$ cat src/dxt_block_decoder_assert.svh
// Assertion shorthands for the block decoder. Both sample on clk and stay quiet during rst.
`ifndef DXT_BLOCK_DECODER_ASSERT_SVH
`define DXT_BLOCK_DECODER_ASSERT_SVH

// ante holds -> cons holds in the same cycle
`define DXT_ASSERT_NOW(lbl, ante, cons) \
  lbl: assert property (@(posedge clk) disable iff (rst) (ante) |-> (cons)) \
    else $error("dxt block decoder: assertion failed");

// ante holds -> cons holds in the next cycle
`define DXT_ASSERT_NEXT(lbl, ante, cons) \
  lbl: assert property (@(posedge clk) disable iff (rst) (ante) |=> (cons)) \
    else $error("dxt block decoder: assertion failed");

`endif

$ cat src/dxt_pkg.sv
package dxt_pkg;

  // block_format codes; code 3 decodes as DXT4/5
  localparam logic [1:0] FMT_DXT1 = 2'd0;
  localparam logic [1:0] FMT_DXT3 = 2'd1;
  localparam logic [1:0] FMT_DXT5 = 2'd2;

  // channel slots in a palette entry
  localparam int CH_RED   = 0;
  localparam int CH_GREEN = 1;
  localparam int CH_BLUE  = 2;

  typedef struct packed {
    logic [63:0] color_block;
    logic [63:0] alpha_block;
  } dxt_in_t;

  typedef struct packed {
    logic [7:0] red;
    logic [7:0] green;
    logic [7:0] blue;
    logic [7:0] alpha;
    logic [3:0] texel_index;
    logic       last;
  } dxt_texel_t;

  // decoded palettes of one block plus its per-texel indices
  typedef struct packed {
    logic [3:0][2:0][7:0] color;  // entry, channel
    logic [7:0][7:0]      apal;   // DXT5 alpha palette
    logic                 four;   // four-color palette in use
    logic [1:0]           fmt;
    logic [31:0]          cidx;   // 2-bit color index per texel
    logic [63:0]          ablk;   // raw alpha half (nibbles or 3-bit indices)
  } dxt_pal_t;

  // round(v*255/31): reciprocal multiply, exact for all 13-bit numerators here
  function automatic logic [7:0] widen5(input logic [4:0] v);
    logic [12:0] x;
    logic [28:0] p;
    x = 13'(v) * 13'd255 + 13'd15;
    p = 29'(x) * 29'd33826;
    return p[27:20];
  endfunction

  // round(v*255/63)
  function automatic logic [7:0] widen6(input logic [5:0] v);
    logic [13:0] x;
    logic [28:0] p;
    x = 14'(v) * 14'd255 + 14'd31;
    p = 29'(x) * 29'd16645;
    return p[27:20];
  endfunction

  // x/3 for x < 768 (quotient fits in 8 bits)
  function automatic logic [7:0] div3(input logic [9:0] x);
    logic [20:0] p;
    p = 21'(x) * 21'd1366;
    return p[19:12];
  endfunction

  // x/7 for x < 1792 (quotient fits in 8 bits)
  function automatic logic [7:0] div7(input logic [10:0] x);
    logic [22:0] p;
    p = 23'(x) * 23'd2341;
    return p[21:14];
  endfunction

  // x/5 for x < 1280 (quotient fits in 8 bits)
  function automatic logic [7:0] div5(input logic [10:0] x);
    logic [22:0] p;
    p = 23'(x) * 23'd3277;
    return p[21:14];
  endfunction

endpackage

$ cat src/dxt_pal.sv
module dxt_pal (
  input  logic             clk,
  input  logic             rst,
  input  logic             in_valid,
  output logic             in_ready,
  input  dxt_pkg::dxt_in_t blk,
  input  logic [1:0]       fmt,
  output logic             pal_valid,
  input  logic             pal_ready,
  output dxt_pkg::dxt_pal_t pal
);
  import dxt_pkg::*;

  // stage 1: captured block
  logic        s1_valid;
  logic        s1_ready;
  dxt_in_t     s1_blk;
  logic [1:0]  s1_fmt;

  // stage 2: widened endpoints, alpha numerators
  logic                 s2_valid;
  logic                 s2_ready;
  logic [2:0][7:0]      s2_e0;
  logic [2:0][7:0]      s2_e1;
  logic                 s2_four;
  logic                 s2_seven;
  logic [5:0][10:0]     s2_anum;
  logic [1:0]           s2_fmt;
  logic [31:0]          s2_cidx;
  logic [63:0]          s2_ablk;

  // stage 3: color numerators, alpha palette
  logic                 s3_valid;
  logic                 s3_ready;
  logic [2:0][7:0]      s3_e0;
  logic [2:0][7:0]      s3_e1;
  logic [2:0][9:0]      s3_n2;
  logic [2:0][9:0]      s3_n3;
  logic                 s3_four;
  logic [7:0][7:0]      s3_apal;
  logic [1:0]           s3_fmt;
  logic [31:0]          s3_cidx;
  logic [63:0]          s3_ablk;

  // stage 4: finished palette
  logic                 s4_valid;
  logic                 s4_ready;
  dxt_pal_t             s4_pal;

  logic [2:0][7:0]      e0_next;
  logic [2:0][7:0]      e1_next;
  logic                 four_next;
  logic                 seven_next;
  logic [5:0][10:0]     anum_next;
  logic [2:0][9:0]      n2_next;
  logic [2:0][9:0]      n3_next;
  logic [7:0][7:0]      apal_next;
  logic [3:0][2:0][7:0] color_next;

  assign s4_ready = !s4_valid || pal_ready;
  assign s3_ready = !s3_valid || s4_ready;
  assign s2_ready = !s2_valid || s3_ready;
  assign s1_ready = !s1_valid || s2_ready;
  assign in_ready = s1_ready;
  assign pal_valid = s4_valid;
  assign pal = s4_pal;

  // stage 2 logic
  always_comb begin
    logic [15:0] c0;
    logic [15:0] c1;
    logic [7:0]  a0;
    logic [7:0]  a1;
    c0 = s1_blk.color_block[15:0];
    c1 = s1_blk.color_block[31:16];
    a0 = s1_blk.alpha_block[7:0];
    a1 = s1_blk.alpha_block[15:8];
    e0_next[CH_RED]   = widen5(c0[15:11]);
    e0_next[CH_GREEN] = widen6(c0[10:5]);
    e0_next[CH_BLUE]  = widen5(c0[4:0]);
    e1_next[CH_RED]   = widen5(c1[15:11]);
    e1_next[CH_GREEN] = widen6(c1[10:5]);
    e1_next[CH_BLUE]  = widen5(c1[4:0]);
    four_next  = (c0 > c1) || (s1_fmt != FMT_DXT1);
    seven_next = a0 > a1;
    for (int k = 1; k <= 6; k++) begin
      if (seven_next) begin
        anum_next[k-1] = 11'(11'(7 - k) * 11'(a0) + 11'(k) * 11'(a1) + 11'd3);
      end else if (k <= 4) begin
        anum_next[k-1] = 11'(11'(5 - k) * 11'(a0) + 11'(k) * 11'(a1) + 11'd2);
      end else begin
        anum_next[k-1] = '0;
      end
    end
  end

  // stage 3 logic
  always_comb begin
    for (int ch = 0; ch < 3; ch++) begin
      if (s2_four) begin
        n2_next[ch] = {1'b0, s2_e0[ch], 1'b0} + 10'(s2_e1[ch]) + 10'd1;
        n3_next[ch] = 10'(s2_e0[ch]) + {1'b0, s2_e1[ch], 1'b0} + 10'd1;
      end else begin
        n2_next[ch] = 10'(s2_e0[ch]) + 10'(s2_e1[ch]);
        n3_next[ch] = '0;
      end
    end
    apal_next[0] = s2_ablk[7:0];
    apal_next[1] = s2_ablk[15:8];
    for (int k = 1; k <= 4; k++) begin
      apal_next[k+1] = s2_seven ? div7(s2_anum[k-1]) : div5(s2_anum[k-1]);
    end
    apal_next[6] = s2_seven ? div7(s2_anum[4]) : 8'd0;
    apal_next[7] = s2_seven ? div7(s2_anum[5]) : 8'd255;
  end

  // stage 4 logic
  always_comb begin
    color_next[0] = s3_e0;
    color_next[1] = s3_e1;
    for (int ch = 0; ch < 3; ch++) begin
      color_next[2][ch] = s3_four ? div3(s3_n2[ch]) : s3_n2[ch][8:1];
      color_next[3][ch] = s3_four ? div3(s3_n3[ch]) : 8'd0;
    end
  end

  always_ff @(posedge clk) begin
    if (rst) begin
      s1_valid <= 1'b0;
      s2_valid <= 1'b0;
      s3_valid <= 1'b0;
      s4_valid <= 1'b0;
    end else begin
      if (s1_ready) s1_valid <= in_valid;
      if (s2_ready) s2_valid <= s1_valid;
      if (s3_ready) s3_valid <= s2_valid;
      if (s4_ready) s4_valid <= s3_valid;
    end
  end

  always_ff @(posedge clk) begin
    if (s1_ready && in_valid) begin
      s1_blk <= blk;
      s1_fmt <= fmt;
    end
    if (s2_ready && s1_valid) begin
      s2_e0    <= e0_next;
      s2_e1    <= e1_next;
      s2_four  <= four_next;
      s2_seven <= seven_next;
      s2_anum  <= anum_next;
      s2_fmt   <= s1_fmt;
      s2_cidx  <= s1_blk.color_block[63:32];
      s2_ablk  <= s1_blk.alpha_block;
    end
    if (s3_ready && s2_valid) begin
      s3_e0   <= s2_e0;
      s3_e1   <= s2_e1;
      s3_n2   <= n2_next;
      s3_n3   <= n3_next;
      s3_four <= s2_four;
      s3_apal <= apal_next;
      s3_fmt  <= s2_fmt;
      s3_cidx <= s2_cidx;
      s3_ablk <= s2_ablk;
    end
    if (s4_ready && s3_valid) begin
      s4_pal.color <= color_next;
      s4_pal.apal  <= s3_apal;
      s4_pal.four  <= s3_four;
      s4_pal.fmt   <= s3_fmt;
      s4_pal.cidx  <= s3_cidx;
      s4_pal.ablk  <= s3_ablk;
    end
  end

endmodule

$ cat src/dxt_block_decoder.sv
// S3TC block decoder (DXT1, DXT2/3, DXT4/5). A block is taken on a clock edge with start high
// and busy low; its 16 texels then come out as RGBA8 in raster order, one per cycle, each on
// the texel port for exactly one cycle with texel_valid high, and the sixteenth marked last.
// There is no back-pressure on the texel side: the receiver must take every word as it comes.
// The first texel passes through the four palette stages, the emitter's palette register and
// the texel output register; the 16 texels of a block then come out back to back, without gaps.
// Blocks are taken back to back while the palette pipeline has room, so a stream's pace is set
// by the one-texel-per-cycle output; busy rises once four blocks wait behind the one being
// emitted. block_format is written through the cfg channel (always ready) and must only
// change while no block is in flight; code 3 decodes as DXT4/5.
module dxt_block_decoder (
  input  logic                clk,
  input  logic                rst,
  input  logic                start,
  output logic                busy,
  input  dxt_pkg::dxt_in_t    blk,
  output logic                texel_valid,
  output dxt_pkg::dxt_texel_t texel,
  input  logic                cfg_valid,
  output logic                cfg_ready,
  input  logic [1:0]          cfg_data
);
  import dxt_pkg::*;

`include "dxt_block_decoder_assert.svh"

  logic [1:0] fmt;
  logic       in_ready;
  logic       pal_valid;
  logic       pal_ready;
  dxt_pal_t   pal;

  // texel emitter
  logic       em_active;
  logic [3:0] em_cnt;
  dxt_pal_t   em_pal;
  dxt_texel_t texel_next;

  assign cfg_ready = 1'b1;
  assign busy      = !in_ready;

  // block_format register
  always_ff @(posedge clk) begin
    if (rst) begin
      fmt <= FMT_DXT1;
    end else if (cfg_valid && cfg_ready) begin
      fmt <= cfg_data;
    end
  end

  // four palette stages: endpoint widening, sums, divides
  dxt_pal u_pal (
    .clk       (clk),
    .rst       (rst),
    .in_valid  (start && !busy),
    .in_ready  (in_ready),
    .blk       (blk),
    .fmt       (fmt),
    .pal_valid (pal_valid),
    .pal_ready (pal_ready),
    .pal       (pal)
  );

  // next palette loads while the emitter is idle or as texel 15 of the current one goes out
  assign pal_ready = !em_active || (em_cnt == 4'd15);

  always_comb begin
    logic [1:0] ci;
    logic [3:0] nib;
    logic [5:0] aoff;
    logic [2:0] ai;
    ci   = em_pal.cidx[{em_cnt, 1'b0} +: 2];
    nib  = em_pal.ablk[{em_cnt, 2'b00} +: 4];
    aoff = 6'd16 + {1'b0, em_cnt, 1'b0} + {2'b00, em_cnt};
    ai   = em_pal.ablk[aoff +: 3];
    texel_next.red   = em_pal.color[ci][CH_RED];
    texel_next.green = em_pal.color[ci][CH_GREEN];
    texel_next.blue  = em_pal.color[ci][CH_BLUE];
    case (em_pal.fmt)
      FMT_DXT1: texel_next.alpha = (ci == 2'd3 && !em_pal.four) ? 8'd0 : 8'd255;
      FMT_DXT3: texel_next.alpha = {nib, nib};  // v*17
      default:  texel_next.alpha = em_pal.apal[ai];
    endcase
    texel_next.texel_index = em_cnt;
    texel_next.last        = (em_cnt == 4'd15);
  end

  always_ff @(posedge clk) begin
    if (rst) begin
      em_active   <= 1'b0;
      em_cnt      <= '0;
      texel_valid <= 1'b0;
    end else begin
      texel_valid <= em_active;
      if (em_active) em_cnt <= em_cnt + 4'd1;
      if (pal_ready) em_active <= pal_valid;
    end
  end

  always_ff @(posedge clk) begin
    if (pal_ready && pal_valid) em_pal <= pal;
    texel <= texel_next;
  end

  // a block's texels run without gaps, in order, starting from zero
  `DXT_ASSERT_NEXT(a_run_contig, texel_valid && !texel.last, texel_valid)
  `DXT_ASSERT_NEXT(a_idx_step, texel_valid && !texel.last,
                   texel.texel_index == 4'($past(texel.texel_index) + 4'd1))
  `DXT_ASSERT_NEXT(a_idx_first, !texel_valid, !texel_valid || texel.texel_index == 4'd0)
  `DXT_ASSERT_NEXT(a_idx_wrap, texel_valid && texel.last,
                   !texel_valid || texel.texel_index == 4'd0)

endmodule
$ cat config.mk
export PLATFORM = sky130hd
export DESIGN_NAME = dxt_block_decoder
export DESIGN_NICKNAME = d
export VERILOG_FILES = /design/src/dxt_pkg.sv /design/src/dxt_pal.sv /design/src/dxt_block_decoder.sv
export VERILOG_INCLUDE_DIRS = /design/src /design/src/src
export SDC_FILE = /design/constraint.sdc
export NUM_CORES = 2
export LEC_CHECK = 0
export BUFFER_PORTS_ARGS = -buffer_cell sky130_fd_sc_hd__buf_2
export CORE_MARGIN = 1.5
export CORE_UTILIZATION = 50
export DETAILED_ROUTE_END_ITERATION = 8
export PLACE_DENSITY = 0.76
export REMOVE_ABC_BUFFERS = 1
export SLEW_MARGIN = 20
export SYNTH_ARGS = -nofsm -noshare
export SYNTH_HDL_FRONTEND = slang
export SYNTH_HIERARCHICAL = 1
export SYNTH_SLANG_ARGS = --single-unit
$ cat constraint.sdc
create_clock -name clk -period 28.8 [get_ports clk]
set_input_delay 5.76 -clock clk [delete_from_list [all_inputs] [get_ports clk]]
set_output_delay 5.76 -clock clk [all_outputs]
set_load 0.1 [all_outputs]
==> flow_summary.toml <==
[run_status]
outcome = "complete, no violations"

[critical_path]
worstPathBufferInverterCount = 7
path_class = "reg2reg"
path_common_cell = "inv_1"
max_stage_delay_ps = 650
rrSetupSlack_ps = 19620
worst_path_max_delay_cell = "edfxtp_1"
path_delay_family = "adder cells"
critPathArrivalTime_ps = 9670
timing.rr.start = "u_pal/s1_blk[85]"
endpoint_kind = "flop"
crit_path_start_kind = "flop"
required_ps = 29280
reg2reg_to = "u_pal/s2_e1[15]"
crit_fanout = 9
cp.depth = 35
reg2reg_depth = 35

[die]
die_x_um = 420
die_h_um = 420
ios = 174
core_um2 = 172000
start_util_pct = 50.4
core.rowCount = 152
dieArea_um2 = 176000

[clocking]
hold_buffers = 0
postCtsSetupBuffers = 0
clk_pin_slew_ps = 70
numClockSinks = 1149
cts_tree = "done"
cts_max_level = 3
root_buffer = "clkbuf_16"
clock_latency_ps = 760
cts_buffers = 117
post_cts_resized = 0
clock_path_buffers = 3

[detailed_routing]
postRouteAntennaNets = 0
via_count = 51800
via_per_inst = 5.41
drc = 0
totalWireLength_um = 176000
firstDrtPassIters = 6
drt_iter0_drc = 3059
wl_per_cell_um = 18.4

[global_routing]
grt_pass1_wl_um = 285000
grt_max_degree = 160
grt-ovfl-total = 0
antenna_found_initial = 11
grtUsageTotal_pct = 20.4
grt_pass1_vias = 54200

[logic_synthesis]
synthCells = 6923
synthesis.area_um2 = 86800
synth_compound_area_share_pct = 6.70
synth_top_family_by_area = "adder cells"
synth_xor_area_share_pct = 3.96
synth_adder_area_share_pct = 36.4
synth_cell_types = 85
async_reset_ff_share_pct = 0
synthMuxAreaShare_pct = 3.42
ys_seq_area_share_pct = 39.2
synth_edf_count = 1100
ys_ff_latch = 1149
synth-warning-count = 6
synth_area_per_cell_um2 = 12.5
synth-simple-area-share_pct = 4.87
ys.flop_type = "edfxtp_1"

[sta]
holdWs_ps = 389
timing.final.max_slew_violations = 0
finalCriticalPeriod_ps = 9180
tightest_slew_ps = 1080
fin_worst_skew_ps = 48.5
finalSetupTns_ps = 0
clock.fmax_ghz = 0.109
rsz0062_at_grt = "no"
max_slew_margin_pct = 28.2
timing.final.ws_setup_ps = 19620
timing.final.crit_share_pct = 31.9
setup_viol = 0
hold_violations = 0

[layout]
multi_input_area_um2 = 48100
area_growth_pct = 8.75
final-seq-area_um2 = 34000
fin_nets = 9510
drive_gt1_share_pct = 7.63
n_fill_cell = 13800

[min_path]
min_path_type = "reg2reg"
hold_end = "em_pal[65]"
worstHoldStart = "u_pal/pal[65]"
min_path_cells = 0

[placed_design]
dp.final_hpwl_um = 137000
gp_congestion = 0.894
port_buffers = 172
place_ws_ps = 19590

[run]
maxCapViolCount = 0
==> layout by cell type, fill, tap and decap left out, drive strengths merged, types with 61 or more instances in the layout <==
| master | synthesis | final |
|---|---|---|
| nor3 | 71 | 71 |
| xnor2 | 270 | 270 |
| mux4 | 92 | 92 |
| edfxtp | 1100 | 1100 |
| o21ai | 187 | 187 |
| xor2 | 121 | 121 |
| ha | 1715 | 1715 |
| fa | 505 | 505 |
| inv | 1132 | 1140 |
| nand2 | 178 | 178 |
| nand3 | 95 | 95 |
| a21o | 86 | 86 |
| nor2b | 62 | 62 |
| buf | 50 | 205 |
| nor2 | 236 | 236 |
| a21oi | 265 | 265 |
| clkbuf | 41 | 147 |
| mux2i | 61 | 61 |
==> kinds of logic after synthesis <==
kind of cell / after synthesis
adder cells (fa/ha/maj): 2221
other: 1
buffers and inverters: 1225
XOR/XNOR: 391
flip-flops: 1149
multiplexers: 178
AO/OA/AOI/OAI: 894
AND/OR/NAND/NOR: 864
==> worst reg2reg max path, delay by kind of cell (launching register included) <==
kind                     cells  cell delay [ps]
AND/OR/NAND/NOR              2              270
XOR/XNOR                     3              510
adder cells (fa/ha/maj)     11             4410
AO/OA/AOI/OAI               12             2440
flip-flops                   1              650
buffers and inverters        7              630
==> metal layers <==
metal,part of all wire (%),track usage (%),up-vias
met5,0.043,0,-
met1,45,27.5,25600
met4,2.5,5.61,10
met2,48,34.7,993
li1,-,-,25000
met3,4.2,2.36,244
==> cells in the mapped netlist, types with 28 or more instances <==
library cell | count | area [um^2]
xnor2_1 | 269 | 2360
nand4_1 | 28 | 175
o21bai_1 | 57 | 428
a211oi_1 | 34 | 255
o21ai_0 | 54 | 270
nand3_1 | 95 | 475
fa_1 | 505 | 10100
edfxtp_1 | 1100 | 33000
mux2i_1 | 61 | 611
o21a_1 | 58 | 435
and3_1 | 29 | 181
clkbuf_1 | 41 | 154
inv_1 | 1120 | 4200
mux4_2 | 90 | 2030
dfxtp_1 | 49 | 981
nor3_1 | 71 | 355
o31ai_1 | 31 | 233
ha_1 | 1715 | 21500
nand2b_1 | 35 | 219
a21oi_1 | 265 | 1330
o21ai_1 | 133 | 666
xor2_1 | 120 | 1050
nand2_1 | 178 | 668
nor2b_1 | 62 | 388
nor2_1 | 236 | 886
a21o_1 | 86 | 646
and2_1 | 54 | 338
==> worst max path at each step <==
stage	startpoint	slack (ps)	endpoint
final	u_pal/s1_blk[85]	19620	u_pal/s2_e1[15]
after global routing	u_pal/s1_blk[69]	19090	u_pal/s2_e0[15]
after CTS	u_pal/s1_blk[85]	19550	u_pal/s2_e1[15]
after detailed placement	u_pal/s1_blk[85]	19590	u_pal/s2_e1[15]
after global placement	u_pal/s1_blk[85]	19620	u_pal/s2_e1[15]
after floorplan	em_cnt[0]	5790	u_pal/color_next[0]
==> cell type report <==
class / count / area share [%]
antenna: 6 / 0.0159
inverter: 1134 / 4.51
timing repair buffer: 205 / 1.20
sequential: 1149 / 36.0
clock inverter: 75 / 0.922
tap: 2310 / 3.06
clock buffer: 147 / 3.31
multi-input combinational: 4549 / 51.0
==> state kept, by name, summed over array words and instances, names as in the netlist, 24 cells and up <==
name              cells
em_pal              259
texel                37
u_pal/color_next     48
u_pal/pal           243
u_pal/s1_blk        128
u_pal/s2_ablk        64
u_pal/s2_anum        65
u_pal/s2_cidx        32
u_pal/s2_e0          24
u_pal/s2_e1          24
u_pal/s3_ablk        50
u_pal/s3_apal        62
u_pal/s3_cidx        32
u_pal/s3_n2          30
u_pal/s3_n3          30
==> metrics by stage <==
step	utilization (%)	instances	area (um^2)
after floorplan	-	6832	86300
after global placement	52.5	9347	90400
after detailed placement	52.5	9347	90400
after CTS	54.8	9569	94400
after global routing	54.9	9573	94400
final	54.9	9575	94400
Power is not shown: default switching activity piles up to over one toggle a cycle in this logic, so the estimate is an artifact.
